<file path="src/sv/bcj_ram.sv">
// generic single-port synchronous ram with registered read
// no dependencies
`default_nettype none

module bcj_ram #(
    parameter int WIDTH = 8,
    parameter int DEPTH = 256
) (
    input  wire logic                     clk,
    input  wire logic                     we,
    input  wire logic [$clog2(DEPTH)-1:0] addr,
    input  wire logic [WIDTH-1:0]         wdata,
    output logic      [WIDTH-1:0]         rdata
);

    logic [WIDTH-1:0] mem [DEPTH];

    // write port and registered read
    always_ff @(posedge clk)
    begin
        if (we)
        begin
            mem[addr] <= wdata;
        end
        rdata <= mem[addr];
    end

endmodule

`default_nettype wire

</file>
<file path="config.mk">
export PLATFORM = sky130hd
export DESIGN_NAME = bcj_ram
export DESIGN_NICKNAME = d
export VERILOG_FILES = /design/src/sv/bcj_ram.sv
export SDC_FILE = /design/constraint.sdc
export NUM_CORES = 2
export LEC_CHECK = 0
export ABC_AREA = 1
export BUFFER_PORTS_ARGS = -buffer_cell sky130_fd_sc_hd__clkbuf_2
export CORE_UTILIZATION = 65
export DETAILED_ROUTE_END_ITERATION = 12
export PLACE_DENSITY = 0.79
export SYNTH_ARGS = -nofsm -noshare
export SYNTH_HDL_FRONTEND = slang
export SYNTH_SLANG_ARGS = --single-unit
</file>
<file path="constraint.sdc">
create_clock -name clk -period 6.04 [get_ports clk]
set_clock_uncertainty 0.05 [all_clocks]
set_input_delay 0.906 -clock clk [delete_from_list [all_inputs] [get_ports clk]]
set_output_delay 0.906 -clock clk [all_outputs]
set_load 0.005 [all_outputs]
</file>
==> impl_metrics.csv <==
group,metric,value,unit
outcome,status,"finished, final reports clean",
setup_path,path_max_fanout,109,
worst_hold_path,min_path_type,"in -> reg",
placement,hpwl,115400,µm
pwr,leakagePower,36.43,nW
sta,final-hold-violation-count,0,
clock_tree,cts_root_buf,"clkbuf_16",
clock_tree,path_clk_slew,60,ps
setup_path,timing.rr.start,"mem[177][7]",
layout,fillCellCount,8607,
setup_path,cp_slowest_cell,"buf_8",
setup_path,crit_top_cell,"nand2_1",
worst_hold_path,hold_path_startpoint,"wdata[4]",
detailed_routing,drtPass1Iterations,6,
floorplan,core_area,129500,µm²
setup_path,cpPeakStageDelay,490,ps
setup_path,worstRegToRegCells,12,
sta,setup_viol,0,
yosys,syn_nets,8039,
yosys,ys_ff_latch,2056,
floorplan,boundaryPins,26,
floorplan,die_height,363.3,µm
detailed_routing,drtIter0Drc,8547,
placement,gp_congestion,0.9227,
placement,io_buffers,25,
clock_tree,h-tree-depth,4,
detailed_routing,avgRoutedWirePerCell,21.85,µm
detailed_routing,viasPerCell,5.838,
global_routing,antenna_found_initial,6,
sta,worst_pin_slew,1344,ps
clock_tree,post_cts_buffers,0,
floorplan,initial_utilization,0.6553,
clock_tree,cts_hold_buffers,0,
sta,period_minus_slack,3701,ps
sta,max_freq,270.2,MHz
layout,syn2layout_area_growth,8.549,%
pwr,irDropWorstVdd,342.1,µV
setup_path,path_cells,"buf_8 -> inv_16 -> buf_12 -> buf_4 -> nand2_1 -> nand3_1 -> nand2_1 -> nand2_1 -> o21ai_1 -> nand2_1 -> nor2_1 -> nor2_1 -> nor2_1 -> nand2_1",
yosys,netlist_top_cells_area,"edfxtp_1, nand2_1, nor2_1",
pwr,power_frac_comb,0.056,
yosys,synth_common_cells,"nand2_1, edfxtp_1, nor2_1",
clock_tree,cts_tree,"yes",
layout,nets,7908,
sta,slew_headroom,0.1020,
global_routing,grt_pass1_wl,322800,µm
global_routing,grt_start_max_net_pins,220,
global_routing,grt_pass1_vias,55539,
yosys,syn_area,84860,µm²
clock_tree,ctsLongestPathBuffers,3,
floorplan,die_area,132000,µm²
yosys,avgSynthCellArea,10.58,µm²
setup_path,crit_path_end_kind,"flop",
sta,layout_setup_ws,2340,ps
yosys,synth_top_area_frac,0.7247,
clock_tree,numCtsBuffers,195,
yosys,yosysTopAreaCell,"edfxtp_1",
pwr,p_seq_frac,0.545,
setup_path,ff2ff_setup_slack,3780,ps
pwr,power.density,314.0,nW/µm²
placement,dp_slack,1583,ps
global_routing,gr-total-overflow,0,
yosys,ys_async_sr_fraction,0,
setup_path,regToRegEndpoint,"rdata[7]",
pwr,clockPowerShare,0.399,
pwr,swShare,0.2235,
worst_hold_path,min_path_cells,1,
setup_path,path_buf_inv,4,
detailed_routing,drcViolationCount,0,
detailed_routing,totalWireLength,213900,µm
layout,drive_above_1_share,0.04438,
yosys,synth_most_common_cell,"nand2_1",
setup_path,start_kind,"input port",
yosys,ys.flop_type,"edfxtp_1",
detailed_routing,antenna_left,0,
global_routing,grtUsageTotal,0.3270,
floorplan,die_w,363.3,µm
detailed_routing,vias,57148,
yosys,synth_cell_types,18,
setup_path,cp_top_family,"buffers and inverters",
worst_hold_path,min_to,"mem[96][4]",
yosys,synth_edf_count,2048,
sta,finalMaxSlewViolations,0,
pwr,power.internal,22.46,mW
yosys,seq_area_frac_synth,0.7266,
pwr,p_switching,6.464,mW
yosys,synth_warnings,0,
sta,grt_setup_unrepaired,"false",
floorplan,rows,132,
setup_path,cp.required,6680,ps
clock_tree,insertion_delay,830,ps
setup_path,crit_type,"in -> reg",
flow_run,drv_cap,0,
clock_tree,clkSinkCount,2056,
clock_tree,cts_resized,0,
yosys,syn_inst,8021,
sta,fin_crit_sh,0.6127,
sta,setup_tns,0,ps
setup_path,crit_arrival,4340,ps
## power by group through the flow
| stage | registers [mW] | clock network (mW) | logic [mW] |
|---|---|---|---|
| after global routing | 15.8 | 12.1 | 1.76 |
| after detailed placement | 16.1 | 0 | 1.58 |
| final | 15.8 | 11.5 | 1.63 |
| after global placement | 16.1 | 0 | 1.55 |
| after CTS | 15.8 | 11.6 | 1.59 |
| after floorplan | 16.0 | 0 | 0.894 |
## registers in the layout, indices dropped and copies added (netlist names)
name and flops:
mem 2048, rdata 8
## through the flow
stage               total power, mW  utilization  cells  hold slack, ps  area, µm²
floorplan                     16.93            -   8021           738.2      84860
global placement              17.61       0.6657   9435           866.5      86200
detailed placement            17.64       0.6657   9435           893.5      86200
CTS                           28.90       0.7113   9787           455.0      92110
global route                  29.63       0.7113   9787           486.4      92110
finish                        28.92       0.7114   9789           505.5      92110
## worst max-delay path by stage
stage	startpoint	cells after the start	slack, ps	endpoint
3_5_place_dp	addr[5]	5	1580	mem[97][4]
4_1_cts	addr[5]	5	2530	mem[97][0]
5_1_grt	addr[1]	8	2350	mem[102][5]
6_report	addr[1]	14	2340	rdata[1]
3_3_place_gp	addr[5]	5	1610	mem[97][4]
2_1_floorplan	addr[1]	10	3240	mem[234][0]
## worst reg2reg max path, delay by kind of cell (launching register included)
| kind | cells | cell delay (ps) |
|---|---|---|
| AND/OR/NAND/NOR | 11 | 1270 |
| AO/OA/AOI/OAI | 1 | 470 |
| flip-flops | 1 | 350 |
## cells in the final DEF, fill, tap and decap left out, drive strengths merged
cell / n
nor2: 362
o21ai: 160
inv: 42
nand2: 4771
diode: 2
a21oi: 32
edfxtp: 2048
dfxtp: 8
buf: 74
clkbuf: 270
nand3: 188
clkinvlp: 3
bufinv: 9
clkinv: 78
## cell families after synthesis
family | count (synthesis) | share of synthesized area
and+or+nand+nor | 5321 | 0.2384
buffers and inverters | 452 | 0.02362
DFF | 2056 | 0.7266
AOI/OAI and AO/OA | 192 | 0.01132
## final cells by class
| cell class | instances | area [µm²] | share of cell area |
|---|---|---|---|
| Clock buffer | 255 | 5157 | 0.05599 |
| Multi-Input combinational cell | 5513 | 21230 | 0.2304 |
| Inverter | 35 | 165.2 | 0.001793 |
| Tap cell | 1742 | 2180 | 0.02366 |
| Antenna cell | 2 | 5.005 | 0.00005433 |
| Timing Repair Buffer | 89 | 968.4 | 0.01051 |
| Clock inverter | 97 | 750.7 | 0.008150 |
| Sequential cell | 2056 | 61660 | 0.6694 |
## metal layers
metal / track usage / share of wire / wire, µm
met5: 0 / 0.00032 / 68
met3: 0.06965 / 0.12 / 25790
met1: 0.4436 / 0.37 / 78420
met2: 0.5163 / 0.47 / 100200
met4: 0.1430 / 0.044 / 9423
Power figures use the tool's default switching activity.
