[src/sv/bcj_pkg.sv]
// shared types and constants of the byte copy jump core
// no dependencies; imported by the sequencer and the top level
`default_nettype none

package bcj_pkg;

    // default memory address width
    localparam int ADDR_BITS_DEFAULT = 16;

    // fetch sequence counter width and word offsets within one instruction or vector
    localparam int CNT_W = 4;
    localparam logic [CNT_W-1:0] SRC_DONE   = 4'd3;  // source address complete
    localparam logic [CNT_W-1:0] FETCH_LAST = 4'd5;  // last source/destination word
    localparam logic [CNT_W-1:0] JUMP_FIRST = 4'd6;  // first jump address word
    localparam logic [CNT_W-1:0] JUMP_LAST  = 4'd8;  // last jump address word
    localparam logic [CNT_W-1:0] VEC_LAST   = 4'd2;  // last program counter vector word

    // operation codes
    typedef enum logic [1:0] {
        OP_WRITE = 2'd0,
        OP_READ  = 2'd1,
        OP_EXEC  = 2'd2,
        OP_VEC   = 2'd3
    } op_t;

    // sequencer states
    typedef enum logic [3:0] {
        S_IDLE,
        S_WRITE,
        S_READ,
        S_READ_DATA,
        S_FETCH,
        S_SRC_RD,
        S_COPY_WR,
        S_LOAD,
        S_FINISH
    } state_t;

    // one result transfer
    typedef struct packed {
        logic       valid;
        logic [7:0] read_data;
        logic [15:0] pc_value;
    } res_t;

endpackage

`default_nettype wire

[src/sv/bcj_ctrl.sv]
// sequencer of the byte copy jump core: operation decode, memory access
// sequence, address assembly, program counter and result register
// depends on bcj_pkg; drives the port of one bcj_ram instance
`default_nettype none

module bcj_ctrl import bcj_pkg::*; #(
    parameter int ADDR_BITS = ADDR_BITS_DEFAULT
) (
    input  wire logic                 clk,
    input  wire logic                 rst_n,
    input  wire logic                 start,
    output logic                      busy,
    input  wire op_t                  op,
    input  wire logic [15:0]          address,
    input  wire logic [7:0]           write_data,
    input  wire logic [15:0]          vec_addr,
    output logic                      mem_we,
    output logic [ADDR_BITS-1:0]      mem_addr,
    output logic [7:0]                mem_wdata,
    input  wire logic [7:0]           mem_rdata,
    output res_t                      res
);

    state_t                 state_reg, state_next;
    logic [CNT_W-1:0]       cnt_reg, cnt_next;
    op_t                    op_reg, op_next;
    logic [ADDR_BITS-1:0]   addr_reg, addr_next;
    logic [7:0]             wdata_reg, wdata_next;
    logic [ADDR_BITS-1:0]   base_reg, base_next;
    logic [ADDR_BITS-1:0]   src_reg, src_next;
    logic [ADDR_BITS-1:0]   dst_reg, dst_next;
    logic [23:0]            acc_reg, acc_next;
    logic                   acc_en_reg, acc_en_next;
    logic [ADDR_BITS-1:0]   pc_reg, pc_next;
    res_t                   res_reg, res_next;

    logic [23:0]            acc_word;
    logic [ADDR_BITS-1:0]   acc_addr;
    logic [CNT_W-1:0]       cnt_end;

    // big-endian address assembly, wrapped to the memory size
    assign acc_word = {acc_reg[15:0], mem_rdata};
    assign acc_addr = ADDR_BITS'(acc_word);
    assign cnt_end  = (op_reg == OP_VEC) ? VEC_LAST : JUMP_LAST;

    assign busy = (state_reg != S_IDLE);
    assign res  = res_reg;

    // next state
    always_comb
    begin
        state_next = state_reg;
        unique case (state_reg)
            S_IDLE:
            begin
                if (start)
                begin
                    unique case (op)
                        OP_WRITE: state_next = S_WRITE;
                        OP_READ:  state_next = S_READ;
                        OP_EXEC:  state_next = S_FETCH;
                        OP_VEC:   state_next = S_LOAD;
                    endcase
                end
            end
            S_WRITE:     state_next = S_IDLE;
            S_READ:      state_next = S_READ_DATA;
            S_READ_DATA: state_next = S_IDLE;
            S_FETCH:
            begin
                if (cnt_reg == FETCH_LAST)
                begin
                    state_next = S_SRC_RD;
                end
            end
            S_SRC_RD:    state_next = S_COPY_WR;
            S_COPY_WR:   state_next = S_LOAD;
            S_LOAD:
            begin
                if (cnt_reg == cnt_end)
                begin
                    state_next = S_FINISH;
                end
            end
            S_FINISH:    state_next = S_IDLE;
            default:     state_next = S_IDLE;
        endcase
    end

    // memory access, datapath updates and result
    always_comb
    begin
        cnt_next    = cnt_reg;
        op_next     = op_reg;
        addr_next   = addr_reg;
        wdata_next  = wdata_reg;
        base_next   = base_reg;
        src_next    = src_reg;
        dst_next    = dst_reg;
        acc_next    = acc_en_reg ? acc_word : acc_reg;
        acc_en_next = 1'b0;
        pc_next     = pc_reg;
        res_next    = '0;
        mem_we      = 1'b0;
        mem_addr    = base_reg + ADDR_BITS'(cnt_reg);
        mem_wdata   = wdata_reg;

        unique case (state_reg)
            S_IDLE:
            begin
                if (start)
                begin
                    op_next    = op;
                    addr_next  = ADDR_BITS'(address);
                    wdata_next = write_data;
                    cnt_next   = '0;
                    base_next  = (op == OP_VEC) ? ADDR_BITS'(vec_addr) : pc_reg;
                end
            end
            S_WRITE:
            begin
                mem_we             = 1'b1;
                mem_addr           = addr_reg;
                res_next.valid     = 1'b1;
                res_next.pc_value  = 16'(pc_reg);
            end
            S_READ:
            begin
                mem_addr = addr_reg;
            end
            S_READ_DATA:
            begin
                res_next.valid     = 1'b1;
                res_next.read_data = mem_rdata;
                res_next.pc_value  = 16'(pc_reg);
            end
            S_FETCH:
            begin
                // source and destination address words
                acc_en_next = 1'b1;
                cnt_next    = cnt_reg + 1'b1;
                if (cnt_reg == SRC_DONE)
                begin
                    src_next = acc_addr;
                end
            end
            S_SRC_RD:
            begin
                dst_next = acc_addr;
                mem_addr = src_reg;
            end
            S_COPY_WR:
            begin
                // copy lands before the jump words are fetched
                mem_we    = 1'b1;
                mem_addr  = dst_reg;
                mem_wdata = mem_rdata;
                cnt_next  = JUMP_FIRST;
            end
            S_LOAD:
            begin
                acc_en_next = 1'b1;
                cnt_next    = cnt_reg + 1'b1;
            end
            S_FINISH:
            begin
                pc_next           = acc_addr;
                res_next.valid    = 1'b1;
                res_next.pc_value = 16'(acc_addr);
            end
            default:
            begin
                res_next = '0;
            end
        endcase
    end

    // control state
    always_ff @(posedge clk or negedge rst_n)
    begin
        if (!rst_n)
        begin
            state_reg  <= S_IDLE;
            cnt_reg    <= '0;
            acc_en_reg <= 1'b0;
            pc_reg     <= '0;
            res_reg    <= '0;
        end
        else
        begin
            state_reg  <= state_next;
            cnt_reg    <= cnt_next;
            acc_en_reg <= acc_en_next;
            pc_reg     <= pc_next;
            res_reg    <= res_next;
        end
    end

    // payload registers
    always_ff @(posedge clk)
    begin
        op_reg    <= op_next;
        addr_reg  <= addr_next;
        wdata_reg <= wdata_next;
        base_reg  <= base_next;
        src_reg   <= src_next;
        dst_reg   <= dst_next;
        acc_reg   <= acc_next;
    end

endmodule

`default_nettype wire

[config.mk]
export PLATFORM = sky130hd
export DESIGN_NAME = bcj_ctrl
export DESIGN_NICKNAME = d
export VERILOG_FILES = /design/src/sv/bcj_pkg.sv /design/src/sv/bcj_ctrl.sv
export SDC_FILE = /design/constraint.sdc
export NUM_CORES = 1
export LEC_CHECK = 0
export BUFFER_PORTS_ARGS = -buffer_cell sky130_fd_sc_hd__buf_2
export CAP_MARGIN = 25
export CORE_UTILIZATION = 50
export CTS_BUF_LIST = sky130_fd_sc_hd__clkbuf_16
export DETAILED_ROUTE_END_ITERATION = 8
export PLACE_DENSITY = 0.84
export SLEW_MARGIN = 15
export SYNTH_ARGS = -nofsm -noshare
export SYNTH_HDL_FRONTEND = slang
export SYNTH_SLANG_ARGS = --single-unit
[constraint.sdc]
create_clock -name clk -period 3.9 [get_ports clk]
set_input_delay 0.39 -clock clk [delete_from_list [all_inputs] [get_ports clk]]
set_output_delay 0.39 -clock clk [all_outputs]
set_load 0.01 [all_outputs]
==> results.md, run 1 <==
- Outcome: finished clean
- Slew Viols, Final: 0
- Worst-margin pin slew: 1.00 ns
- Initial DRC Count: 309
- Crit Path Category: flip-flop to output port
- EDFF count, synth: 82
- Crit. End Element: output port
- Wire per inst: between 20 and 25 um
- Hold Buf Count CTS: 0
- Yosys cell types: 52
- Largest net degree at the start of global routing: 51
- Slew Limit Headroom: 33.2%
- Post-route DRC violation count: 0
- CP Buf/Inv Count: 2
- Clock latency on the worst-skew pair: 0.42 ns
- Clock Tree Buf Depth: 2
- Asr flop ratio synth: 37.9%
- Synth Flop Type: edfxtp_1
- Tmin final: 3.30 ns
- Max-cap violations: 0
- Initial Util: between 50% and 60%
- GRT Residual Overflow: 0
- Reg2reg path depth: 4
- Register bit total from synthesis: 132
- Top cells by count, synth: edfxtp_1 (82), dfrtp_1 (50), mux2_2 (42), a22o_1 (19), nand2_1 (17)
- Top cell type's share of synthesized area: 43.9%
- Power Dens Cells: 706 nW/um^2
- Syn Area/Cell: 15.0 sq um
- Area growth syn-to-layout: 21.6%
- CP delay by family, top: simple AND/OR/NAND/NOR gates
- Crit path DAT: ~2.9 ns
- Largest family of logic cells by synthesized area: compound AO/OA/AOI/OAI gates
- Post-synthesis adder-cell area fraction: 2.59%
- N_diodes: 0
- CP max stage delay: between 0.6 and 0.7 ns
- Worst reg2reg setup slack: 1.53 ns
- Post-DP HPWL: between 8000 and 9000 um
- Sequential area share after synthesis: between 60% and 70%
- Via count: 3751
- H-tree depth: 4
- Reg2Reg Launch Point: state_reg[3]
- Final setup vio count: 0
- CP cell instances: nand2b_1 -> nor3b_4 -> buf_4 -> a221oi_1 -> a22oi_1 -> buf_2
- Cell taking the most area after synthesis: edfxtp_1
- Syn_nets: 438
- Cell Rows: 38
- Yosys warns: 0
- Setup Slack @ Placement: 1.07 ns
- Total track usage: 24.3%
- Antenna violations before repair: 0
- Max reg flops: 25
- # IOs: 104
- Critical path required time: 3.51 ns
- Global-route wire length before repair: 20300 um
- Die area: 11700 sq um
- Fmax: 0.303 GHz
- RR Endpoint: pc_reg[9]
- Core area: 10900 sq um
- Port Buffers: slightly above 100
- Clk slew on worst S/H paths: 0.06 ns
- Clk_skew: 0.00693 ns
- Final period utilization: 84.5%
- Post-synthesis simple-gate area fraction: 8.81%
- Count leader, synth: edfxtp_1
- Vias in the first global route: 3861
- Peak VDD IR: 0.000450 V
- First-pass detailed-route iteration total: 6
- Final Wtd Congestion: a little over 0.8
- Dpl cells: 605
- Width of the chip: between 100 and 150 um
- Root Driver: clkbuf_16
- CTS tree: done
- Vias/cell: 5.88
- Hold Fails Final Rpt: 0
- Syn Inst Count: 374
- CP max stage cell: dfrtp_1
- Compound-Gate Fraction of Synth Area: between 10% and 20%
- Post-route setup slack: around 0.6 ns
- CTS resizes: 0
- Mux contribution to synthesized area: 8.43%
- Die height: 108 um
- Fillers: 809
- Mapped Area: between 5000 and 6000 sq um
- Leak: between 2 and 3 nW
- Share of cells above drive strength 1: about two fifths
- Post-DRT Antenna Nets: 0
- Hold Path Class: input pin to asynchronous set/reset pin
- Placed inst area: 6260 sq um
- Synth top area cells: edfxtp_1 (44%), dfrtp_1 (22%), mux2_2 (8.4%)
- Design area: 6820 sq um
- TNS Setup: 0 ns
- RSZ-0062 raised after global routing: no
- Total CTS buffers: 17
- Type of origin of the critical path: flip-flop
- Fin nets: 550
- Setup Fix Bufs, Post-CTS: 0
- Post-Route WL: ~13000 um
- Max FO, Critical Path: 16
- Total power draw: 0.00482 W
- Clk sink count: 132
- Filler-free cell count of the finished design: 638
- XOR/XNOR Fraction of Synth Area: 1.23%
## stage by stage
| stage | util [%] | hold WS (ns) |
|---|---|---|
| finish | 62.7 | 0.0984 |
| global route | 62.7 | 0.125 |
| CTS | 62.4 | 0.113 |
| detailed placement | 57.5 | 0.502 |
| global placement | 57.5 | 0.484 |
| floorplan | - | 0.0944 |
## cell usage in the layout (no fill, tap or decap), types with 7 or more instances in the layout
cell	n
dfrtp_1	50
o211ai_1	7
nor2_1	8
inv_1	7
mux2_2	42
a222oi_1	14
buf_2	104
edfxtp_1	82
a22o_1	19
a21oi_1	8
buf_4	7
nand2_1	17
ha_1	10
nand3_1	10
clkbuf_16	17
and2_1	9
## layer usage
metal / vias up / share of wire (%) / GRT usage, %
li1: 1689 / - / -
met5: - / 0 / 0
met1: 1884 / 41 / 30.6
met2: 153 / 49 / 38.8
met4: 0 / 2.6 / 10.4
met3: 25 / 7.0 / 7.78
## logic make-up (layout without fill, tap and decap cells)
logic type / count (synthesis) / after routing
buffers and inverters: 25 / 149
muxes: 42 / 42
adders and majority gates: 11 / 11
DFF: 132 / 132
and+or+nand+nor: 83 / 83
xor gates and xnor gates: 7 / 7
AOI/OAI and AO/OA: 74 / 74
## how the worst max path moves through the flow
stage | start | to | slack (ns) | cells past startpoint
final | state_reg[2] | mem_addr[10] | 0.60 | 6
after global routing | state_reg[2] | mem_addr[10] | 0.44 | 6
after CTS | state_reg[2] | mem_addr[10] | 0.65 | 6
after detailed placement | state_reg[2] | mem_addr[10] | 1.07 | 6
after global placement | state_reg[2] | mem_addr[10] | 1.08 | 6
after floorplan | state_reg[3] | src_reg[0] | 1.06 | 4
## worst reg2reg max path: stages, from the launching register on
cell     delay, ns
dfrtp_1       0.48
inv_1         0.17
nor4_4        0.80
buf_4         0.42
mux2_2        0.39
## final cells by class
cell class                 count  area [sq um]  area share [%]
clock inverter                14           116            1.71
multi-input combinational    217          1780            26.0
clock buffer                  17           425            6.24
tap                          140           175            2.57
inverter                       6          22.5           0.330
timing repair buffer         112           593            8.69
sequential                   132          3710            54.4
## where the power goes
| group | internal [W] | total, W | switching [W] |
|---|---|---|---|
| sequential | 0.00176 | 0.00197 | 0.000209 |
| combinational | 0.000566 | 0.00141 | 0.000842 |
| clock | 0.000864 | 0.00144 | 0.000579 |
| total | 0.00319 | 0.00482 | 0.00163 |
Note: power is estimated with default switching activity, not from simulation.
==> run 2: changes to the inputs <==
--- a/config.mk
+++ b/config.mk
@@ -10,7 +10,7 @@
 export CORE_UTILIZATION = 50
 export CTS_BUF_LIST = sky130_fd_sc_hd__clkbuf_16
 export DETAILED_ROUTE_END_ITERATION = 8
-export PLACE_DENSITY = 0.84
+export PLACE_DENSITY = 0.87
 export SLEW_MARGIN = 15
 export SYNTH_ARGS = -nofsm -noshare
 export SYNTH_HDL_FRONTEND = slang
==> constraint.sdc (replaced) <==
create_clock -name clk -period 2.97 [get_ports clk]
set_input_delay 0.297 -clock clk [delete_from_list [all_inputs] [get_ports clk]]
set_output_delay 0.297 -clock clk [all_outputs]
set_load 0.01 [all_outputs]
==> results.md, run 2 (synthesis gave the netlist of run 1 again) <==
- Cell Rows: 38 (unchanged)
- Filler-free cell count of the finished design: 649 (+1.7%)
- Met2 usage: 41.8% (+3.0 points)
- CP Buf/Inv Count: 1 (-1)
- N_diodes: 0 (unchanged)
- Wire per inst: 21.1 um (+4.5%)
- Final period utilization: 96.7%
- Fillers: 800 (-1.1%)
- CP delay by family, top: simple AND/OR/NAND/NOR gates
- Type of origin of the critical path: flip-flop
- Multi-input logic area: 1810 sq um (+1.7%)
- Max FO, Critical Path: 8 (-8)
- RSZ-0062 raised after global routing: no
- Reg2Reg Launch Point: state_reg[2]
- CP max stage delay: 0.51 ns (-0.11 ns)
- Global-route wire length before repair: 21500 um (+5.9%)
- Clk slew on worst S/H paths: 0.06 ns (about the same)
- Hold Path End: wdata_reg[0]
- Vias in the first global route: 3862 (+0.026%)
- HP Start: write_data[0]
- GRT Residual Overflow: 0 (unchanged)
- Slew Viols, Final: 0 (unchanged)
- Sw power: 0.00223 W (+37%)
- Comb power frac: 30.0% (+0.8 points)
- Hold Fails Final Rpt: 0 (unchanged)
- Leak: 2.94 nW (+2.8%)
- Final Wtd Congestion: 0.859 (+4.7%)
- Slew Limit Headroom: 49.6% (+16 points)
- Commonest non-fill, non-tap cell in the layout: buf_2
- GRT met1 Usage: 32.8% (+2.1 points)
- Share of cells above drive strength 1: 42.2% (+2.9 points)
- M3 GR Usage: 5.97% (-1.8 points)
- Total CTS buffers: 17 (unchanged)
- Most frequent cells in the layout: buf_2 (103), edfxtp_1 (82), dfrtp_1 (48)
- Die height: 108 um (unchanged)
- CP cell instances: ha_4 -> o21ai_1 -> or3_1 -> or4_1 -> nand3_1 -> buf_2
- Clock Tree Buf Depth: 2 (unchanged)
- Clk sink count: 132 (unchanged)
- TNS Setup: 0 ns (unchanged)
- Core area: 10900 sq um (unchanged)
- Worst-margin pin slew: 0.757 ns (-0.245 ns)
- Tmin final: 2.87 ns
- Clock latency on the worst-skew pair: 0.42 ns (about the same)
- Initial Util: 51.5% (unchanged)
- CTS tree: done
- Root Driver: clkbuf_16
- Dpl cells: 613 (+1.3%)
- Clk_skew: 0.0108 ns (+0.00383 ns)
- Worst reg2reg setup slack: 1.04 ns (-0.49 ns)
- Post-layout util: 64.3% (+1.6 points)
- Post-DP HPWL: 8920 um (+2.7%)
- Clk pwr share: 31.9% (+1.9 points)
- CP max stage cell: dfrtp_1
- Hold Path Class: input pin to flip-flop
- Int Pwr: 0.00444 W (+39%)
- Port Buffers: 103 (unchanged)
- Area growth syn-to-layout: 24.7%
- H-tree depth: 4 (unchanged)
- # IOs: 104 (unchanged)
- Crit Path Category: flip-flop to output port
- Outcome: finished clean
- Setup crit start: cnt_reg[3]
- Via count: 3851 (+2.7%)
- Max-cap violations: 0 (unchanged)
- Antenna violations before repair: 0 (unchanged)
- Power Dens Cells: 954 nW/um^2 (+35%)
- Flop pwr share: 38.1% (-2.7 points)
- First-pass detailed-route iteration total: 5 (-1)
- Initial DRC Count: 410 (+33%)
- Die area: 11700 sq um (unchanged)
- Post-DRT Antenna Nets: 0 (unchanged)
- Critical path required time: 2.67 ns (-0.84 ns)
- RR Endpoint: addr_reg[10]
- Post-Route WL: 13700 um (+6.3%)
- Hold depth: 1
- Fmax: 0.348 GHz
- Total track usage: 25.7% (+1.4 points)
- Width of the chip: 108 um (unchanged)
- Reg2reg path depth: 3 (-1)
- Post-route DRC violation count: 0 (unchanged)
- Max reg flops: 25 (unchanged)
- Crit path DAT: 2.58 ns (-0.33 ns)
- Peak VDD IR: 0.000546 V (+22%)
- Seq. cell area: 3720 sq um (about the same)
- Fin nets: 560 (+1.8%)
- Largest net degree at the start of global routing: 32 (-37%)
- Vias/cell: 5.93 (+0.93%)
- Grt peak-use layer: met2
- Switch share: 33.5% (-0.39 points)
- Final setup vio count: 0 (unchanged)
- Crit. End Element: output port
[run 2: cell count changes in the layout (fill, tap and decap cells not counted), sizes merged]
| cell | previous run | this run |
|---|---|---|
| buf | 112 | 121 |
| bufinv | 1 | 3 |
| clkinvlp | 5 | 3 |
| dlygate4sd3 | 0 | 1 |
| inv | 8 | 9 |
[run 2: per-layer routing]
metal  vias to the layer above  wire (um)
met5                         -          0
met4                         0        417
met3                        31       1010
met2                       197       6860
met1                      1911       5390
li1                       1712          -
[run 2: worst max-delay path by stage]
stage / to / slack (ns) / cells after the start
2_1_floorplan: src_reg[0] / 0.13 / 4
3_3_place_gp: mem_addr[12] / 0.47 / 7
3_5_place_dp: mem_addr[12] / 0.44 / 7
4_1_cts: mem_addr[12] / 0.04 / 7
5_1_grt: mem_addr[14] / 0.003 / 6
6_report: mem_addr[14] / 0.1 / 6
[run 2: metrics by stage]
step	hold WS (ns)	cell area (sq um)	worst slack, ns	power [W]
finish	0.0560	7000	0.0970	0.00668
global route	0.0404	7000	0.00320	0.00697
CTS	0.0418	6950	0.0385	0.00663
detailed placement	0.406	6330	0.438	0.00448
global placement	0.414	6330	0.469	0.00444
floorplan	0.00141	5610	0.127	0.00374
[run 2: power groups by stage]
stage                     Clock, W  Combinational [W]  Sequential (W)
after floorplan                  0            0.00125         0.00249
after global placement           0            0.00188         0.00256
after detailed placement         0            0.00190         0.00258
after CTS                  0.00215            0.00194         0.00255
after global routing       0.00222            0.00217         0.00258
final                      0.00213            0.00200         0.00255
[run 2: what timing repair did]
action | in CTS | in global routing
resized for setup | 2 | 6
pin swaps | 0 | 1
hold endpoints to repair | 30 | 0
setup endpoints to repair | 2 | 15
setup buffers | 0 | 3
cloned | 0 | 0
hold buffers | 1 | 0
[run 2: layout make-up]
cell class,count,share of cell area [%]
clock inverters,15,2.57
repair buffers,122,9.62
flip-flops and latches,132,53.1
multi-input cells,217,25.8
inverters,6,0.322
clock buffers,17,6.08
well taps,140,2.50
==> run 3: changes to the inputs <==
--- a/config.mk
+++ b/config.mk
@@ -10,7 +10,7 @@
 export CORE_UTILIZATION = 50
 export CTS_BUF_LIST = sky130_fd_sc_hd__clkbuf_16
 export DETAILED_ROUTE_END_ITERATION = 8
-export PLACE_DENSITY = 0.87
+export PLACE_DENSITY = 0.84
 export SLEW_MARGIN = 15
 export SYNTH_ARGS = -nofsm -noshare
 export SYNTH_HDL_FRONTEND = slang
==> constraint.sdc (replaced) <==
create_clock -name clk -period 3.2 [get_ports clk]
set_input_delay 0.32 -clock clk [delete_from_list [all_inputs] [get_ports clk]]
set_output_delay 0.32 -clock clk [all_outputs]
set_load 0.01 [all_outputs]
==> results.md, run 3 (synthesis gave the netlist of run 1 again) <==
- Flop pwr share: 39.0% (+0.9 points)
- First-pass detailed-route iteration total: 8 (+3)
- Int Pwr: 0.00406 W (-8.6%)
- GRT Residual Overflow: 0 (unchanged)
- Total CTS buffers: 17 (unchanged)
- Hold Path Class: input pin to asynchronous set/reset pin
- CP max stage cell: or4_1
- Tmin final: 2.96 ns
- Slew Limit Headroom: 47.9% (-1.7 points)
- Setup Fix Bufs, Post-CTS: 0 (unchanged)
- # IOs: 104 (unchanged)
- RSZ-0062 raised after global routing: no
- Via count: 3769 (-2.1%)
- Final Wtd Congestion: 0.840 (-2.3%)
- Largest net degree at the start of global routing: 36 (+13%)
- Crit. End Element: output port
- Reg2reg path depth: 3 (unchanged)
- Clk sink count: 132 (unchanged)
- Sw power: 0.00202 W (-9.5%)
- Seq. cell area: 3710 sq um (about the same)
- Clock Tree Buf Depth: 2 (unchanged)
- Share of cells above drive strength 1: 40.2% (-2.1 points)
- Final period utilization: between 90% and 100%
- Antenna violations before repair: 0 (unchanged)
- CTS tree: done
- Total track usage: 24.9% (-0.85 points)
- Worst-margin pin slew: 0.782 ns (+0.0254 ns)
- Violated checks: negative hold slack
- Initial Util: 51.5% (unchanged)
- Global-route wire length before repair: 20700 um (-3.6%)
- Hold Fails Final Rpt: 22 (+22)
- Dpl cells: 611 (-0.33%)
- Post-Route WL: 13200 um (-3.3%)
- Crit Path Category: flip-flop to output port
- Critical path required time: 2.88 ns (+0.21 ns)
- Hold Buf Count CTS: 0 (-1)
- Slew Viols, Final: 0 (unchanged)
- Max reg flops: 25 (unchanged)
- Fillers: 794 (-0.75%)
- Cell Rows: 38 (unchanged)
- Vias in the first global route: 3789 (-1.9%)
- Final hold slack: -0.0163 ns (-0.0723 ns)
- Die area: 11700 sq um (unchanged)
- Clk slew on worst S/H paths: 0.06 ns (about the same)
- Clock latency on the worst-skew pair: 0.41 ns (about the same)
- Root Driver: clkbuf_16
- Post-DP HPWL: 8930 um (about the same)
- Vias/cell: 5.86 (-1.2%)
- Clk pwr share: 32.2% (+0.3 points)
- Port Buffers: 103 (unchanged)
- Final setup vio count: 0 (unchanged)
- Leak: 2.92 nW (-0.44%)
- CP cell instances: ha_1 -> fa_1 -> a211oi_2 -> or3_1 -> or4_1 -> nand3_1 -> buf_2
- Most frequent cells in the layout: buf_2 (103), edfxtp_1 (82), dfrtp_1 (50)
- Width of the chip: 108 um (unchanged)
- Post-layout util: 63.6% (-0.67 points)
- Initial DRC Count: 305 (-26%)
- Fin nets: 554 (-1.1%)
- H-tree depth: 4 (unchanged)
- Power Dens Cells: 878 nW/um^2 (-8.0%)
- Fmax: 0.338 GHz
- Post-route DRC violation count: 0 (unchanged)
- Wire per inst: 20.6 um (-2.4%)
- Type of origin of the critical path: flip-flop
- Max-cap violations: 0 (unchanged)
- Commonest non-fill, non-tap cell in the layout: buf_2
- Clk_skew: 0.00359 ns (-0.00716 ns)
- Max FO, Critical Path: 7 (-1)
- N_diodes: 0 (unchanged)
- Peak VDD IR: 0.000637 V (+17%)
- CTS resizes: 0 (-2)
- Switch share: 33.3% (-0.20 points)
- Comb power frac: 28.9% (-1.1 points)
- Die height: 108 um (unchanged)
- Multi-input logic area: 1780 sq um (-1.7%)
- Outcome: finished, violations left
- Total power draw: 0.00608 W (-8.9%)
- TNS Setup: 0 ns (unchanged)
- Core area: 10900 sq um (unchanged)
- CP max stage delay: 0.48 ns (-0.03 ns)
- Crit path DAT: 2.64 ns (+0.06 ns)
- Post-DRT Antenna Nets: 0 (unchanged)
- Area growth syn-to-layout: 23.4%
- Filler-free cell count of the finished design: 643 (-0.92%)
## run 3: cell types whose count changed in the layout (fill, tap and decap cells not counted), sizes merged
cell         change
clkinvlp         -2
bufinv           -2
inv              +2
clkinv           -1
dlygate4sd3      -1
clkbuf           +3
buf              -5
## run 3: worst paths after layout
path | from | endpoint | slack [ns]
setup reg to reg | state_reg[2] | base_reg[6] | 1.16
hold reg to reg | acc_reg[5] | dst_reg[13] | 0.51
hold / removal | rst_n | res[18] | -0.02
setup / recovery | cnt_reg[0] | mem_addr[14] | 0.24
min in group clk | address[1] | addr_reg[1] | 0.08
max in group asynchronous | rst_n | pc_reg[15] | 2.48
## run 3: final cells by class
class	count	share of cell area [%]
Sequential cell	132	53.6
Multi-Input combinational cell	217	25.7
Timing Repair Buffer	116	9.03
Clock buffer	20	7.23
Tap cell	140	2.53
Clock inverter	12	1.63
Inverter	6	0.325
## run 3: per-stage QoR
stage | setup slack [ns] | area, sq um
2_1_floorplan | 0.357 | 5610
3_3_place_gp | 0.680 | 6310
3_5_place_dp | 0.676 | 6310
4_1_cts | 0.224 | 6930
5_1_grt | 0.0731 | 6930
6_report | 0.242 | 6930
## run 3: metal layers
layer / up-vias / track usage (%) / share of wire (%)
met3: 17 / 6.03 / 5.9
met1: 1903 / 31.7 / 41
li1: 1696 / - / -
met5: - / 0 / 0
met4: 0 / 8.90 / 1.5
met2: 153 / 41.4 / 52
## run 3: worst max-delay path: cells and delay by family (launching register included)
kind	cells	cell delay [ns]
buffers and inverters	1	0.14
DFF	1	0.46
AOI/OAI and AO/OA	1	0.13
and+or+nand+nor	3	1.01
adders and majority gates	2	0.48
## run 3: power groups by stage
stage                     Combinational [W]  Sequential, W  Clock, W
final                               0.00176        0.00237   0.00196
after floorplan                     0.00116        0.00231         0
after detailed placement            0.00174        0.00240         0
after global routing                0.00190        0.00240   0.00205
after global placement              0.00173        0.00238         0
after CTS                           0.00177        0.00237   0.00199
